`src/rtl/core/dmsp_pkg.sv`:
```
`timescale 1ns / 1ps
// ----------------------------------------------------------------------------
// dmsp_pkg: shared types and constants of the dual motor speed PID core
// Widths, command and register codes, datapath operations and controller
// states used by the controller, the datapath and the top level.
// ----------------------------------------------------------------------------
package dmsp_pkg;

	// Motor count and derived index sizes
	localparam int NUM_MOTORS  = 2;
	localparam int MIDX_W      = (NUM_MOTORS > 1) ? $clog2(NUM_MOTORS) : 1;
	localparam int TICK_MOTORS = (NUM_MOTORS < 2) ? NUM_MOTORS : 2;
	localparam int SECOND_IDX  = (NUM_MOTORS > 1) ? 1 : 0;

	// Field and arithmetic widths
	localparam int GAIN_W    = 24;
	localparam int SPD_W     = 24;
	localparam int MAXSPD_W  = 23;
	localparam int ERR_W     = 25;
	localparam int DER_W     = 26;
	localparam int INT_W     = 40;
	localparam int CNT_W     = 16;
	localparam int DUTY_W    = 16;
	localparam int DRIVE_W   = 2;
	localparam int MUL_A_W   = GAIN_W + 1;
	localparam int MUL_B_W   = DER_W;
	localparam int PROD_W    = MUL_A_W + MUL_B_W;
	localparam int ACC_W     = 66;
	localparam int FRAC_W    = 24;
	localparam int LIM_W     = DUTY_W + FRAC_W;
	localparam int U_W       = LIM_W + 1;
	localparam int SPD_SHIFT = 8;
	localparam int ILO_W     = 20;

	// Port widths
	localparam int CMD_W      = 2;
	localparam int IN_DATA_W  = 56;
	localparam int OUT_DATA_W = 48;
	localparam int CFG_IDX_W  = 3;
	localparam int CFG_DATA_W = 24;

	// Command codes carried in the input tuser
	localparam logic [CMD_W-1:0] CMD_EDGE   = 2'd0;
	localparam logic [CMD_W-1:0] CMD_TICK   = 2'd1;
	localparam logic [CMD_W-1:0] CMD_TARGET = 2'd2;

	// Drive codes
	localparam logic [DRIVE_W-1:0] DRIVE_STOP = 2'd0;
	localparam logic [DRIVE_W-1:0] DRIVE_FWD  = 2'd1;
	localparam logic [DRIVE_W-1:0] DRIVE_REV  = 2'd2;

	// Configuration register indexes
	localparam logic [CFG_IDX_W-1:0] REG_GAIN_P      = 3'd0;
	localparam logic [CFG_IDX_W-1:0] REG_GAIN_I      = 3'd1;
	localparam logic [CFG_IDX_W-1:0] REG_GAIN_D      = 3'd2;
	localparam logic [CFG_IDX_W-1:0] REG_SPEED_SCALE = 3'd3;
	localparam logic [CFG_IDX_W-1:0] REG_SPEED_LIMIT = 3'd4;
	localparam logic [CFG_IDX_W-1:0] REG_MAX_DUTY    = 3'd5;

	// Configuration reset values
	localparam logic [GAIN_W-1:0]   RST_GAIN_P      = 24'd3277;
	localparam logic [GAIN_W-1:0]   RST_GAIN_I      = 24'd3277;
	localparam logic [GAIN_W-1:0]   RST_GAIN_D      = 24'd0;
	localparam logic [GAIN_W-1:0]   RST_SPEED_SCALE = 24'd63842;
	localparam logic [MAXSPD_W-1:0] RST_SPEED_LIMIT = 23'd38400;
	localparam logic [DUTY_W-1:0]   RST_MAX_DUTY    = 16'd255;

	typedef struct packed {
		logic [GAIN_W-1:0]   gain_p;
		logic [GAIN_W-1:0]   gain_i;
		logic [GAIN_W-1:0]   gain_d;
		logic [GAIN_W-1:0]   speed_scale;
		logic [MAXSPD_W-1:0] speed_limit;
		logic [DUTY_W-1:0]   max_duty;
	} cfg_t;

	// Datapath operations issued by the controller
	typedef enum logic [3:0] {
		OP_NONE,
		OP_EDGE,
		OP_TARGET,
		OP_START,
		OP_SPD,
		OP_ERR,
		OP_DIFF,
		OP_MP,
		OP_MI_LO,
		OP_MI_HI,
		OP_MD,
		OP_SUM,
		OP_CLAMP,
		OP_OUT
	} dp_op_t;

	typedef struct packed {
		logic out_free;
		logic k_last;
	} dp_status_t;

	typedef enum logic [3:0] {
		ST_IDLE,
		ST_SPD,
		ST_ERR,
		ST_DIFF,
		ST_MP,
		ST_MI_LO,
		ST_MI_HI,
		ST_MD,
		ST_SUM,
		ST_CLAMP,
		ST_OUT
	} ctrl_state_t;

endpackage

```
`src/rtl/core/dmsp_ctrl.sv`:
```
`timescale 1ns / 1ps
// ----------------------------------------------------------------------------
// dmsp_ctrl: sequencer of the dual motor speed PID core
// Takes input transactions, dispatches edges and targets at once and walks
// the datapath through the per-motor tick sequence.
// ----------------------------------------------------------------------------
module dmsp_ctrl (
	input  logic                        clk,
	input  logic                        arst_n,
	input  logic                        in_accept,
	input  logic [dmsp_pkg::CMD_W-1:0]  in_cmd,
	input  dmsp_pkg::dp_status_t        status,
	output logic                        in_ready,
	output dmsp_pkg::dp_op_t            op
);
	import dmsp_pkg::*;

	ctrl_state_t state_q, state_nxt;

	always_ff @(posedge clk or negedge arst_n) begin
		if (!arst_n) begin
			state_q <= ST_IDLE;
		end else begin
			state_q <= state_nxt;
		end
	end

	always_comb begin
		state_nxt = state_q;
		case (state_q)
			ST_IDLE: begin
				if (in_accept && in_cmd == CMD_TICK) begin
					state_nxt = ST_SPD;
				end
			end
			ST_SPD:   state_nxt = ST_ERR;
			ST_ERR:   state_nxt = ST_DIFF;
			ST_DIFF:  state_nxt = ST_MP;
			ST_MP:    state_nxt = ST_MI_LO;
			ST_MI_LO: state_nxt = ST_MI_HI;
			ST_MI_HI: state_nxt = ST_MD;
			ST_MD:    state_nxt = ST_SUM;
			ST_SUM:   state_nxt = ST_CLAMP;
			ST_CLAMP: state_nxt = ST_OUT;
			ST_OUT: begin
				if (status.out_free) begin
					state_nxt = status.k_last ? ST_IDLE : ST_SPD;
				end
			end
			default: state_nxt = ST_IDLE;
		endcase
	end

	// Accept input only between ticks
	assign in_ready = (state_q == ST_IDLE);

	always_comb begin
		op = OP_NONE;
		case (state_q)
			ST_IDLE: begin
				if (in_accept) begin
					case (in_cmd)
						CMD_EDGE:   op = OP_EDGE;
						CMD_TARGET: op = OP_TARGET;
						CMD_TICK:   op = OP_START;
						default:    op = OP_NONE;
					endcase
				end
			end
			ST_SPD:   op = OP_SPD;
			ST_ERR:   op = OP_ERR;
			ST_DIFF:  op = OP_DIFF;
			ST_MP:    op = OP_MP;
			ST_MI_LO: op = OP_MI_LO;
			ST_MI_HI: op = OP_MI_HI;
			ST_MD:    op = OP_MD;
			ST_SUM:   op = OP_SUM;
			ST_CLAMP: op = OP_CLAMP;
			ST_OUT:   op = status.out_free ? OP_OUT : OP_NONE;
			default:  op = OP_NONE;
		endcase
	end

endmodule

```
`config.mk`:
```
export PLATFORM = sky130hd
export DESIGN_NAME = dmsp_ctrl
export DESIGN_NICKNAME = d
export VERILOG_FILES = /design/src/rtl/core/dmsp_pkg.sv /design/src/rtl/core/dmsp_ctrl.sv
export SDC_FILE = /design/constraint.sdc
export NUM_CORES = 1
export LEC_CHECK = 0
export BUFFER_PORTS_ARGS = -buffer_cell sky130_fd_sc_hd__buf_2
export CAP_MARGIN = 20
export CORE_UTILIZATION = 28
export DETAILED_ROUTE_END_ITERATION = 8
export PLACE_DENSITY_LB_ADDON = 0.15
export SLEW_MARGIN = 10
export SYNTH_ARGS = -nofsm -noshare
export SYNTH_HDL_FRONTEND = slang
export SYNTH_SLANG_ARGS = --single-unit
```
`constraint.sdc`:
```
create_clock -name clk -period 1.79 [get_ports clk]
set_input_delay 0.2685 -clock clk [delete_from_list [all_inputs] [get_ports clk]]
set_output_delay 0.2685 -clock clk [all_outputs]
set_load 0.02 [all_outputs]
```
# Yosys cells after proc, flatten, opt, wreduce, memory -nomap -nowiden
# Index checks and enable logic that the tools add are counted.
# op_classes
eq_ne,14
n_mux,8
n_reduce_logical,4
# op_table
operator,count
$pmux 4 s11,2
$eq 4x3->1 const B,4
$eq 4x4->1 const B,3
$mux 4,3
$eq 4x2->1 const B,2
$pmux 2 s3,1
$eq 4x1->1 const B,1
$logic_not 4->1,1
$eq 2x1->1 const B,1
$eq 2x2->1 const B,1
$logic_not 2->1,1
$mux 2,1
$ne 2x1->1 const B,1
$ne 2x2->1 const B,1
$reduce_and 2->1,1
$logic_and 1x1->1,1
$mux 1,1
# totals
output_inout_bits,5
wordCells,27
regBits,4

# Depth between registers and ports, before layout
# depth
ltp_word,4
ltp_mapped,4
mapped_depth_nobuf,4

# Worst setup path before layout
# No wires, ideal clock.
# synth_path
kind,reg2out
start,register state_q[1]
end,output port in_ready
path_slack_ps,232
n_path_buf,1
arrival_time_ps,1289
required_time_ps,1521
path_stages_with_launch,3
cell_sequence,dfrtp_1 > buf_4 > nor4_1
# synth_via
elab_chain_len,1
# synth_lines
item,line_no,rtl
"start, declared",dmsp_ctrl.sv:18,"ctrl_state_t state_q, state_nxt;"
"start signal, assigned",dmsp_ctrl.sv:24,state_q <= state_nxt;
$logic_not 4->1,dmsp_ctrl.sv:55,assign in_ready = (state_q == ST_IDLE);
"end, declared",dmsp_ctrl.sv:13,"output logic in_ready,"
# No other way between the ends.

# Final worst setup path
# layout_path
start,register state_q[3]
end,output port op[1]
# layout_via
elab_chain_len,2
word_cells_on_any_way,12
classes_between,eq/ne: 10; mux: 1; reduce/logical: 1
# layout_lines
item,line_no,rtl
$eq 4x4->1 (tied with other cells),dmsp_ctrl.sv:59,case (state_q)
$pmux 4 s11 (*),dmsp_ctrl.sv:59,
"end, declared",dmsp_ctrl.sv:14,output dmsp_pkg::dp_op_t op
# Every way passes the cells marked *; elsewhere a longest branch is shown, timed or not.

==> impl_metrics.json <==
{
  "cts_sinks": 4,
  "hold_viol": 0,
  "relSlewSlack": 0.755,
  "grt_pass1_vias": 299,
  "drtIter0Drc": 8,
  "cts_tree": "yes",
  "boundaryPins": 12,
  "peakVddDrop_mv": 1.19,
  "setup_tns_ns": 0,
  "mostFrequentLayoutCell": "buf_2",
  "r2r_start": "state_q[3]",
  "drtPass1Iterations": 3,
  "start_util": 0.299,
  "leakage_nw": 0.217,
  "vias": 363,
  "place_area_um2": 439,
  "seq_area_frac_synth": 0.257,
  "status": "finished clean",
  "use_met3": 0.0682,
  "busiest_layer": "met2",
  "gr-total-overflow": 0,
  "grtUsageMet1": 0.170,
  "met2_usage": 0.196,
  "route.detailed.drc": 0,
  "max_freq_mhz": 600,
  "grt_max_degree": 15,
  "numCtsBuffers": 3,
  "drive_gt1_frac": 0.400,
  "r2r_slack_ns": 0.70,
  "wl_um": 777,
  "portBuffers": 11,
  "worst_pin_slew_ns": 0.368,
  "cts_root_buf": "clkbuf_4",
  "finalCriticalPeriod_ns": 1.67,
  "hold_end": "state_q[0]",
  "synth_seq_cells": 4,
  "synth_ff_type": "dfrtp_1",
  "ys_types": 29,
  "timing.rr.end": "state_q[3]",
  "maxSlewViolCount": 0,
  "ys_warn_count": 0,
  "viasPerCell": 4.84,
  "end_kind": "output port",
  "num_antenna_cells": 0,
  "worstSetupStartpointType": "register",
  "max_cap_violations": 0,
  "final_cell_mix": "buf_2, nand2_1, a21oi_1",
  "whs_path_depth": 3,
  "dieArea_um2": 1540,
  "fill_cells": 156,
  "htreeDepth": 1,
  "hp-class": "input pin to register",
  "largest_reg_flops": 4,
  "gr-usage-all-layers": 0.128,
  "wl_per_cell_um": 10.4,
  "syn_avg_cell_area_um2": 8.11,
  "core.rowCount": 13,
  "setup-violations-final": 0,
  "die_w_um": 39.3,
  "clock_path_buffers": 2,
  "period_share": 0.931,
  "cp_max_fo": 10,
  "critPathArrivalTime_ns": 1.40,
  "antenna_found_initial": 0,
  "largest_register": "state_q",
  "place_hpwl_um": 569,
  "syn_nets": 57,
  "crit_chain": "a211o_1, a32o_1, buf_2",
  "synthCells": 48,
  "clk-insertion-delay-late_ns": 0.24,
  "hp-start": "in_accept",
  "antenna_left": 0,
  "cp.required_ns": 1.52,
  "powerDensity_nw_per_um2": 2080,
  "core_area_um2": 1300,
  "biggestRegsByFlops": "state_q x4",
  "die_h_um": 39.3,
  "area_growth_syn_to_layout_pct": 22.2,
  "rsz0062_at_grt": "no",
  "cp_slowest_stage_delay_ns": 0.47,
  "grt_pass1_wl_um": 1310,
  "r2r.worst_path.cells": 3,
  "netlist_area_um2": 389,
  "timing.clock.skew_ns": 0.00777,
  "layout.nets": 71,
  "gp_congestion": 0.631,
  "worstSetupPathType": "register to output port",
  "critPathSlowestCell": "dfrtp_2",
  "synth-edff-count": 0,
  "clk_pin_slew_ns": 0.04,
  "fin_area_um2": 475,
  "synth-async-reset-ratio": 1.00
}
## Yosys cell counts, drive strengths merged (2+ instances only)
cell    number  area share
ha           2       0.064
nand2b       2       0.032
buf          4       0.080
o21ai        4       0.051
a21oi        6       0.087
nand2        6       0.064
nor2         2       0.019
dfrtp        4        0.26
inv          4       0.039
## logic make-up (layout without fill, tap and decap cells)
kind of cell	count (synthesis)	after routing	share of synthesized area
flip-flops	4	4	0.257
buffers and inverters	8	20	0.119
AO/OA/AOI/OAI	16	16	0.280
XOR/XNOR	1	1	0.0225
AND/OR/NAND/NOR	17	17	0.257
adder cells (fa/ha/maj)	2	2	0.0643
## cell type report
| type | instances | area (µm²) | area share |
|---|---|---|---|
| flip-flops and latches | 4 | 104 | 0.218 |
| repair buffers | 13 | 72.6 | 0.153 |
| clock buffers | 3 | 22.5 | 0.0474 |
| multi-input cells | 36 | 243 | 0.511 |
| well taps | 15 | 18.8 | 0.0395 |
| inverters | 4 | 15.0 | 0.0316 |
## critical path: cells and delay by family (launching register included)
kind            cells  cell delay, ns
buf+inv             1            0.15
flops               1            0.47
compound gates      2            0.54
## power breakdown
| group | internal (mW) | total [mW] | switching (mW) |
|---|---|---|---|
| clock | 0.0751 | 0.114 | 0.0386 |
| combinational | 0.261 | 0.567 | 0.306 |
| sequential | 0.145 | 0.306 | 0.161 |
| total | 0.481 | 0.987 | 0.505 |
## worst max path at each step
stage	cells after the start	end	startpoint
detailed placement	6	op[1]	in_cmd[0]
floorplan	2	in_ready	state_q[1]
CTS	4	op[2]	state_q[1]
finish	3	op[1]	state_q[3]
global route	4	op[3]	state_q[0]
global placement	6	op[1]	in_cmd[0]
## metrics by stage
stage	hold slack [ns]	cells	util	setup WS, ns	power [mW]
3_3_place_gp	0.0785	71	0.338	0.156	0.879
2_1_floorplan	-0.0271	48	-	0.232	0.758
6_report	0.305	75	0.365	0.123	0.987
5_1_grt	0.336	75	0.365	0.0512	1.09
3_5_place_dp	0.0760	71	0.338	0.150	0.874
4_1_cts	0.311	75	0.363	0.0561	0.993
## metal layers
layer,wire length [µm],part of all wire
met1,424,0.55
met4,0,0
met2,302,0.39
met3,50,0.064
met5,0,0
## repair_timing
action | 4_1_cts | 5_1_grt
gates resized for setup | 0 | 3
hold buffers | 1 | 0
buffers inserted | 0 | 0
hold endpoints to repair | 4 | 0
setup endpoints to repair | 0 | 3
Power figures use the tool's default switching activity.
